==> src/sv/sglc_pkg.sv <==
package sglc_pkg;

    typedef struct packed {
        logic               opcode;
        logic signed [31:0] counter;
    } t_in_word;

    typedef struct packed {
        logic [30:0] drop_gap;
        logic [31:0] drop_total;
        logic [31:0] delivered_count;
        logic [15:0] drop_rate;
    } t_out_word;

    localparam logic OP_PACKET   = 1'b0;
    localparam logic OP_DELIVERY = 1'b1;

    localparam int GAP_BITS  = 31;
    localparam int DEN_BITS  = 33;
    localparam int RATE_BITS = 16;

    typedef enum logic [4:0] {
        S_IDLE       = 5'b00001,
        S_GAP_WAIT   = 5'b00010,
        S_RATE_START = 5'b00100,
        S_RATE_WAIT  = 5'b01000,
        S_DONE       = 5'b10000
    } t_state;

endpackage

==> src/sv/sglc_div.sv <==
module sglc_div #(
    parameter int NUM_BITS = 48,
    parameter int DEN_W    = 33,
    parameter int STEP_W   = 6
) (
    input  logic                i_clk,
    input  logic                i_rst_n,
    input  logic                i_start,
    input  logic [STEP_W-1:0]   i_steps,
    input  logic [NUM_BITS-1:0] i_num,
    input  logic [DEN_W-1:0]    i_den,
    output logic                o_done,
    output logic [NUM_BITS-1:0] o_quot
);

    logic                r_busy;
    logic                r_done;
    logic [STEP_W-1:0]   r_cnt;
    logic [NUM_BITS-1:0] r_num;
    logic [DEN_W-1:0]    r_rem;
    logic [DEN_W-1:0]    r_den;

    logic [DEN_W:0]      trial;
    logic [DEN_W+1:0]    diff;
    logic                take;

    // restoring step: quotient bits shift in behind the numerator
    always_comb begin
        trial = {r_rem, r_num[NUM_BITS-1]};
        diff  = {1'b0, trial} - {2'b00, r_den};
        take  = ~diff[DEN_W+1];
    end

    always_ff @(posedge i_clk) begin
        if (!i_rst_n) begin
            r_busy <= 1'b0;
            r_done <= 1'b0;
            r_cnt  <= '0;
        end else begin
            r_done <= 1'b0;
            if (i_start) begin
                r_busy <= 1'b1;
                r_cnt  <= i_steps;
            end else if (r_busy) begin
                r_cnt <= r_cnt - STEP_W'(1);
                if (r_cnt == STEP_W'(1)) begin
                    r_busy <= 1'b0;
                    r_done <= 1'b1;
                end
            end
        end
    end

    always_ff @(posedge i_clk) begin
        if (i_start) begin
            r_num <= i_num;
            r_den <= i_den;
            r_rem <= '0;
        end else if (r_busy) begin
            r_num <= {r_num[NUM_BITS-2:0], take};
            r_rem <= take ? diff[DEN_W-1:0] : trial[DEN_W-1:0];
        end
    end

    assign o_done = r_done;
    assign o_quot = r_num;

endmodule

==> src/sv/sequence_gap_loss_counter.sv <==
// Sequence gap loss counter.
// Input channel (i_in_valid / o_in_ready / i_in_data) takes one word per
// packet event: opcode packet carries the sender counter, opcode delivery
// bumps the delivered total. Every input word yields one output word on
// o_out_valid / i_out_ready / o_out_data with the gap, both totals and the
// drop rate in fixed point with RATE_FRACTION_BITS fraction bits, low 16
// bits kept.
// One shared restoring divider, one quotient bit per cycle, does all work.
// When a known step forces the 31-bit gap division, it runs before the
// rate division. One word is in flight at a time; a new word is taken
// once the previous one is in the output register.
// The output register holds its word while i_out_ready is low; a finished
// word then waits inside and o_in_ready stays low until the register frees.
// Synchronous reset clears both totals, the stored counter and the learned
// step, and empties the output register.
module sequence_gap_loss_counter #(
    parameter int RATE_FRACTION_BITS = 16
) (
    input  logic                i_clk,
    input  logic                i_rst_n,
    input  logic                i_in_valid,
    output logic                o_in_ready,
    input  sglc_pkg::t_in_word  i_in_data,
    output logic                o_out_valid,
    input  logic                i_out_ready,
    output sglc_pkg::t_out_word o_out_data
);

    import sglc_pkg::*;

    localparam int NUM_BITS = 32 + RATE_FRACTION_BITS;
    localparam int STEP_W   = $clog2(NUM_BITS + 1);
    localparam int GAP_PAD  = NUM_BITS - GAP_BITS;

    t_state              r_state, n_state;
    logic                r_have_last;
    logic [30:0]         r_last;
    logic [30:0]         r_step;
    logic [31:0]         r_dropped;
    logic [31:0]         r_delivered;
    logic [30:0]         r_gap;
    logic                r_out_valid;
    t_out_word           r_out;

    logic                accept;
    logic                out_free;
    logic [31:0]         delta;
    logic                delta_pos;
    logic [30:0]         gap_q;
    logic [30:0]         gap_val;

    logic                div_start;
    logic [STEP_W-1:0]   div_steps;
    logic [NUM_BITS-1:0] div_num;
    logic [DEN_BITS-1:0] div_den;
    logic                div_done;
    logic [NUM_BITS-1:0] div_quot;

    sglc_div #(
        .NUM_BITS (NUM_BITS),
        .DEN_W    (DEN_BITS),
        .STEP_W   (STEP_W)
    ) u_div (
        .i_clk   (i_clk),
        .i_rst_n (i_rst_n),
        .i_start (div_start),
        .i_steps (div_steps),
        .i_num   (div_num),
        .i_den   (div_den),
        .o_done  (div_done),
        .o_quot  (div_quot)
    );

    assign o_in_ready = (r_state == S_IDLE);
    assign accept     = i_in_valid && o_in_ready;
    assign out_free   = !r_out_valid || i_out_ready;

    always_comb begin
        delta     = {1'b0, i_in_data.counter[30:0]} - {1'b0, r_last};
        delta_pos = !delta[31] && (delta != 32'd0);
        gap_q     = div_quot[GAP_BITS-1:0];
        gap_val   = (gap_q != '0) ? gap_q - 31'd1 : '0;
    end

    // divider issue: gap division straight from acceptance, rate afterwards
    always_comb begin
        div_start = 1'b0;
        div_steps = STEP_W'(NUM_BITS);
        div_num   = {r_dropped, RATE_FRACTION_BITS'(0)};
        div_den   = {1'b0, r_dropped} + {1'b0, r_delivered} + DEN_BITS'(1);
        if (r_state == S_RATE_START) begin
            div_start = 1'b1;
        end else if (accept && i_in_data.opcode == OP_PACKET &&
                     !i_in_data.counter[31] && r_have_last && delta_pos &&
                     r_step != '0) begin
            div_start = 1'b1;
            div_steps = STEP_W'(GAP_BITS);
            div_num   = {delta[30:0], GAP_PAD'(0)};
            div_den   = {2'b00, r_step};
        end
    end

    always_comb begin
        n_state = r_state;
        case (r_state)
            S_IDLE: begin
                if (accept) begin
                    n_state = div_start ? S_GAP_WAIT : S_RATE_START;
                end
            end
            S_GAP_WAIT: begin
                if (div_done) begin
                    n_state = S_RATE_START;
                end
            end
            S_RATE_START: begin
                n_state = S_RATE_WAIT;
            end
            S_RATE_WAIT: begin
                if (div_done) begin
                    n_state = S_DONE;
                end
            end
            S_DONE: begin
                if (out_free) begin
                    n_state = S_IDLE;
                end
            end
            default: begin
                n_state = S_IDLE;
            end
        endcase
    end

    always_ff @(posedge i_clk) begin
        if (!i_rst_n) begin
            r_state     <= S_IDLE;
            r_have_last <= 1'b0;
            r_last      <= '0;
            r_step      <= '0;
            r_dropped   <= '0;
            r_delivered <= '0;
            r_out_valid <= 1'b0;
        end else begin
            r_state <= n_state;
            if (accept) begin
                if (i_in_data.opcode == OP_DELIVERY) begin
                    r_delivered <= r_delivered + 32'd1;
                end else if (!i_in_data.counter[31]) begin
                    r_have_last <= 1'b1;
                    r_last      <= i_in_data.counter[30:0];
                    if (r_have_last) begin
                        if (!delta_pos) begin
                            r_step <= '0;
                        end else if (r_step == '0) begin
                            r_step <= delta[30:0];
                        end
                    end
                end
            end
            if (r_state == S_GAP_WAIT && div_done) begin
                r_dropped <= r_dropped + {1'b0, gap_val};
            end
            if (r_state == S_DONE && out_free) begin
                r_out_valid <= 1'b1;
            end else if (i_out_ready) begin
                r_out_valid <= 1'b0;
            end
        end
    end

    // quotient stays in the divider until the next word starts it
    always_ff @(posedge i_clk) begin
        if (accept) begin
            r_gap <= '0;
        end else if (r_state == S_GAP_WAIT && div_done) begin
            r_gap <= gap_val;
        end
        if (r_state == S_DONE && out_free) begin
            r_out.drop_gap        <= r_gap;
            r_out.drop_total      <= r_dropped;
            r_out.delivered_count <= r_delivered;
            r_out.drop_rate       <= div_quot[RATE_BITS-1:0];
        end
    end

    assign o_out_valid = r_out_valid;
    assign o_out_data  = r_out;

    a_busy_after_accept: assert property (
        @(posedge i_clk) disable iff (!i_rst_n)
        accept |=> !o_in_ready
    ) else $error("input taken while a word is in flight");

    a_div_done_expected: assert property (
        @(posedge i_clk) disable iff (!i_rst_n)
        div_done |-> (r_state == S_GAP_WAIT || r_state == S_RATE_WAIT)
    ) else $error("divider finished outside a wait state");

    a_result_loaded: assert property (
        @(posedge i_clk) disable iff (!i_rst_n)
        (r_state == S_DONE && out_free) |=> (o_out_valid && o_in_ready)
    ) else $error("finished word not presented");

endmodule

==> config.mk <==
export PLATFORM = sky130hd
export DESIGN_NAME = sequence_gap_loss_counter
export DESIGN_NICKNAME = d
export VERILOG_FILES = /design/src/sv/sglc_pkg.sv /design/src/sv/sglc_div.sv /design/src/sv/sequence_gap_loss_counter.sv
export SDC_FILE = /design/constraint.sdc
export NUM_CORES = 1
export LEC_CHECK = 0
export BUFFER_PORTS_ARGS = -buffer_cell sky130_fd_sc_hd__buf_4
export CAP_MARGIN = 10
export CORE_ASPECT_RATIO = 1.2
export CORE_UTILIZATION = 62
export DETAILED_ROUTE_END_ITERATION = 12
export PLACE_DENSITY = 0.81
export SETUP_SLACK_MARGIN = 0.3
export SLEW_MARGIN = 10
export SYNTH_ARGS = -nofsm -noshare
export SYNTH_HDL_FRONTEND = slang
export SYNTH_SLANG_ARGS = --single-unit
==> constraint.sdc <==
create_clock -name i_clk -period 9.6 [get_ports i_clk]
set_input_delay 1.92 -clock i_clk [delete_from_list [all_inputs] [get_ports i_clk]]
set_output_delay 1.92 -clock i_clk [all_outputs]
set_load 0.005 [all_outputs]
== Word-level counts from Yosys, hierarchy flattened ==
Index checks and enable logic that the tools add are counted.

* Input port bits: 37
* Bits in registers: 397
* Output and inout port bits: 113
* Logic and storage cells: 94

* Equality and inequality tests: 11
* Bitwise operators: 5
* Muxes and demuxes: 28
* Add/subtract/negate cells: 8
* Reductions and logical operators: 24

{| class="wikitable"
|+ Operators with widths
! cell !! number
|-
| $mux W48 || 4
|-
| $mux W33 || 3
|-
| $mux W31 || 3
|-
| $reduce_bool A31 Y1 || 2
|-
| $sub A34 B33 Y35 || 1
|-
| $add A32 B32 Y33 || 1
|-
| $add A33 B1 Y33 const B || 1
|-
| $add A32 B1 Y32 const B || 1
|-
| $add A32 B31 Y32 || 1
|-
| $reduce_bool A32 Y1 || 1
|-
| $sub A31 B31 Y32 || 1
|-
| $logic_not A31 Y1 || 1
|-
| $sub A31 B1 Y31 const B || 1
|-
| $pmux W5 S5 || 1
|-
| $mux W6 || 4
|-
| $mux W5 || 4
|-
| $logic_and A1 B1 Y1 || 9
|-
| $mux W1 || 8
|-
| $ne A2 B1 Y1 const B || 4
|-
| $eq A6 B1 Y1 const B || 1
|-
| $sub A6 B1 Y6 const B || 1
|-
| $eq A5 B1 Y1 const B || 1
|-
| $eq A5 B2 Y1 const B || 1
|-
| $eq A5 B3 Y1 const B || 1
|-
| other kinds (13) || 20
|}

== Logic depth before layout (Yosys ltp) ==
* Depth in word-level cells: 12
* Mapped depth: 21
* Depth with buffers taken out: 20

== Hierarchy ==
A second synthesis with hierarchy kept.

* Cells, all modules: 2445
* Area total of the unflattened synthesis: 22984.5 um^2

{| class="wikitable"
|+ By module, submodules not included
! module !! sequential area each (um^2) !! cells an instance !! area an instance (um^2) !! instances
|-
| sequence_gap_loss_counter || 6616.3 || 1815 || 16288.1 || 1
|-
| sglc_div || 3253.1 || 630 || 6696.4 || 1
|}

== Worst setup path after synthesis ==
Ideal clock, no wire load.

* Path kind: input -> register
* Start: in i_out_ready
* End: reg r_out, in the netlist o_out_data[0], enable pin
* Buffers on the path: 0
* Stages: 2
* Data arrival time: 6.955 ns
* Library setup time: 0.595 ns
* Data required time: 9.005 ns
* Path slack: 2.051 ns
* Cell sequence: nand2b_1 -> nor2b_1

* Cells in the longest elaborated chain, start to end: 2

{| class="wikitable"
|+ Ends and longest elaborated chain
! item !! line !! RTL
|-
| start, declared || sequence_gap_loss_counter.sv:25 || <nowiki>input logic i_out_ready,</nowiki>
|-
| $logic_or A1 B1 Y1 || sequence_gap_loss_counter.sv:76 || <nowiki>assign out_free = !r_out_valid || i_out_ready;</nowiki>
|-
| $logic_and A1 B1 Y1 || sequence_gap_loss_counter.sv:179 || <nowiki>if (r_state == S_DONE && out_free) begin</nowiki>
|-
| end, declared || sequence_gap_loss_counter.sv:43 || <nowiki>t_out_word r_out;</nowiki>
|}

Every way passes these cells.
A chain may end at the register's enable or synchronous reset.

== Final worst setup path ==
* Start: in i_in_data[14] in the netlist's numbering
* End: reg u_div.r_den[5], enable pin

* Cells in the longest elaborated chain, start to end: 7
* Elaborated cells on any way between the ends: 8
* Those cells by class: add/sub (1); mux (2); reduce/logical (5)

{| class="wikitable"
|+ Ends and longest elaborated chain
! item !! line !! RTL
|-
| start, declared || sequence_gap_loss_counter.sv:23 || <nowiki>input sglc_pkg::t_in_word i_in_data,</nowiki>
|-
| $sub A31 B31 Y32 * || sequence_gap_loss_counter.sv:79 || <nowiki>delta = {1'b0, i_in_data.counter[30:0]} - {1'b0, r_last};</nowiki>
|-
| $reduce_bool A32 Y1 / $logic_not A1 Y1 (equally long branches) || sequence_gap_loss_counter.sv:80 || <nowiki>delta_pos = !delta[31] && (delta != 32'd0);</nowiki>
|-
| $logic_and A1 B1 Y1 * || sequence_gap_loss_counter.sv:80 ||
|-
| $logic_and A1 B1 Y1 * (2 in series) || sequence_gap_loss_counter.sv:94 || <nowiki>!i_in_data.counter[31] && r_have_last && delta_pos &&</nowiki>
|-
| $mux W1 * || sequence_gap_loss_counter.sv:93 || <nowiki>end else if (accept && i_in_data.opcode == OP_PACKET &&</nowiki>
|-
| $mux W1 * || sequence_gap_loss_counter.sv:91 || <nowiki>if (r_state == S_RATE_START) begin</nowiki>
|-
| end signal, assigned || sglc_div.sv:57 || <nowiki>r_den <= i_den;</nowiki>
|-
| end, declared || sglc_div.sv:21 || <nowiki>logic [DEN_W-1:0] r_den;</nowiki>
|}

Mark *: on every way between the ends. The rest lies on a longest branch, timed or not.

==> run metrics <==
status finished, final reports clean; initial core utilization 0.629; Hold Crit Class flop to flop; first-pass GRT wire length 94,100 um; crit share post-route 0.697; CTS tree done; number of clock sinks 397; largest buffer count on any clock path 3; Tmin final 6.69 ns; dominant synthesized flop cell dfxtp_1; ratio of cells with drive above 1 in the final layout 0.114; Psw 1.92 mW; commonest non-fill, non-tap cells in the layout nand2_1, a21oi_1, dfxtp_1; internal cell power 3.71 mW; drt wl/cell approximately 20 um; Top cell by count, worst path buf_4; Clk pwr share 0.290; DRT Pass-1 Iters 6; Fmax 150 MHz; die width 176 um; most common cell after layout, fill and taps aside nand2_1; max incr delay on CP 0.84 ns; total grt overflow 0; die height ~210 um; vias per cell 6.28; Mapped Nets about 2,600; WS Path Type input port to flop; part of the Yosys area used for sequential elements 0.436; core footprint 0.0359 sq mm; Post-Synthesis Cells between 2,000 and 2,500; slowest CP cell o21ai_2; Critical Path Source Type input port; Data arrival, critical path between 6 and 7 ns; Post-Route WL 60,700 um; EDFF count, synth 192; CTS Buf Count 40; max-slew violations 0; buffer count from post-CTS setup fixing 0; setup TNS 0 ns; Final Wtd Congestion approximately 0.96; clk slew on worst S/H paths 0.06 ns; Worst-Skew Late Latency 0.56 ns; Cell variety after synth 89; asr flop ratio synth 0; worst-path cell chain buf_4 > ha_1 > a21oi_1 > o21bai_1 > nor3_1 > o41a_2 > a211oi_2 > nor3_1 > o21ai_2 > nor3b_4 > buf_4 > o21ai_4 > buf_4 > nand2_1 > buf_4; CP Capture Type flop; post_cts resized 0; CP Max Fanout 52; root buffer cell clkbuf_16; Seq cells post-synth 397; sw frac 0.340; dpl hpwl 43,500 um; Worst-Margin Slew 1.16 ns; Hold Fails Final Rpt 0; max_cap viols 0; Mapped Area 0.0226 sq mm; die area 0.0373 sq mm; row cnt 76; Comb power frac 0.323; gr usage total 0.322; Routed Antenna Nets 0; area growth from synthesis to layout 12.4%; fin util 0.707; RSZ-0062 raised after global routing false; DRC Markers 0; IO Pins 150; Ys Warns 0; Worst EP required ~9.8 ns; Diodes inserted 0; initial antenna violation count 0; PortBufs 149; CP bufs+invs 4; Final Setup Violations 0; IR drop worst, VDD 0.154 mV; clk_skew 0.0299 ns; Seq pwr share 0.387; 1st-iter DRT viols around 1,800; worst rel slew slack 0.228; CP top delay family compound AO/OA/AOI/OAI gates; nets@finish 2,723; Syn Area/Cell 9.23 sq um; vias 19,146; leakage power approximately 10 nW; H-tree depth 2; largest net degree at the start of global routing 77; PwrDens 221 mW/mm^2; vias in the first global route roughly 18,000; cts hold-fix bufs 0
==> area by class of cell <==
type                    count  area [sq um]
clock inverters            13           158
well taps                 468           586
fillers                  2729         10500
clock buffers              61          1220
multi-input cells        1831         11900
repair buffers            164          1230
flip-flops and latches    397          9870
inverters                 117           439
==> metal layers <==
layer | track usage | wire, um | vias to the layer above
met5 | 0 | 0 | -
met4 | 0.212 | 4140 | 0
met3 | 0.0515 | 4690 | 217
met2 | 0.526 | 27800 | 782
met1 | 0.393 | 24100 | 9061
li1 | - | - | 9086
==> synthesized netlist by cell type (all sizes together), types with 5 or more instances <==
library cell	instances	area, sq um
nor3b	10	86.3
buf	22	133
and3	29	181
nor2b	16	100
a2111oi	31	423
nand2	346	1300
nand3	75	375
or3	21	131
mux2i	41	410
nor4	27	181
inv	116	435
xnor2	77	674
nor3	46	230
nand2b	20	125
dfxtp	205	4100
a31oi	15	93.8
o21bai	10	75.1
nand3b	8	60.1
a211o	10	87.6
and2	28	175
or2	10	62.6
o31ai	13	111
a21oi	219	1100
xor2	55	482
a22oi	33	248
and4	8	70.1
ha	131	1640
clkbuf	83	312
edfxtp	192	5770
or4	6	45.0
o211ai	16	125
mux2	29	327
o21a	19	143
o31a	5	43.8
nor2	179	674
nand4	14	103
a211oi	28	220
a21boi	8	60.1
o21ai	129	653
a21o	53	398
o22ai	6	37.5
==> worst paths after layout <==
| path | from | slack (ns) | end | cells past startpoint |
|---|---|---|---|---|
| setup / recovery | i_in_data[14] | 2.91 | u_div.r_den[5] | 15 |
| hold / removal | r_gap[11] | 0.43 | o_out_data[91] | 0 |
| setup reg to reg | u_div.o_quot[7] | 3.77 | r_dropped[27] | 19 |
| hold reg to reg | r_gap[11] | 0.43 | o_out_data[91] | 0 |
==> cell families (layout without fill, tap and decap cells) <==
family,count (synthesis),count (layout),share of synthesized area
XOR/XNOR,132,132,0.0511
flip-flops,397,397,0.436
AO/OA/AOI/OAI,640,640,0.188
adder cells (fa/ha/maj),135,135,0.0760
AND/OR/NAND/NOR,854,854,0.177
buffers and inverters,222,355,0.0390
multiplexers,70,70,0.0326
==> power groups by stage <==
stage	Combinational [mW]	Clock (mW)	Sequential, mW
finish	1.82	1.63	2.18
detailed placement	1.78	0	2.21
CTS	1.80	1.65	2.17
global placement	1.72	0	2.20
global route	2.01	1.71	2.20
floorplan	1.39	0	2.16
==> stage by stage <==
stage | hold slack, ns | cell area (sq um) | power, mW | setup slack, ns | std cells
after floorplan | 0.408 | 22600 | 3.55 | 2.05 | 2450
after global placement | 0.415 | 24000 | 3.92 | 2.69 | 2977
after detailed placement | 0.416 | 24000 | 3.99 | 2.51 | 2977
after CTS | 0.424 | 25400 | 5.62 | 3.08 | 3051
after global routing | 0.436 | 25400 | 5.92 | 2.64 | 3051
final | 0.430 | 25400 | 5.63 | 2.91 | 3051
==> state kept, by name, summed over array words and instances, names as in the netlist <==
signal and flops:
u_div.r_rem 33, u_div.o_quot 48, o_out_valid 1, r_gap 31, u_div.r_busy 1, r_delivered 32
r_step 31, u_div.r_cnt 6, r_have_last 1, r_dropped 32, u_div.o_done 1, r_state 5
o_out_data 111, r_last 31, u_div.r_den 33
Power figures use the tool's default switching activity.
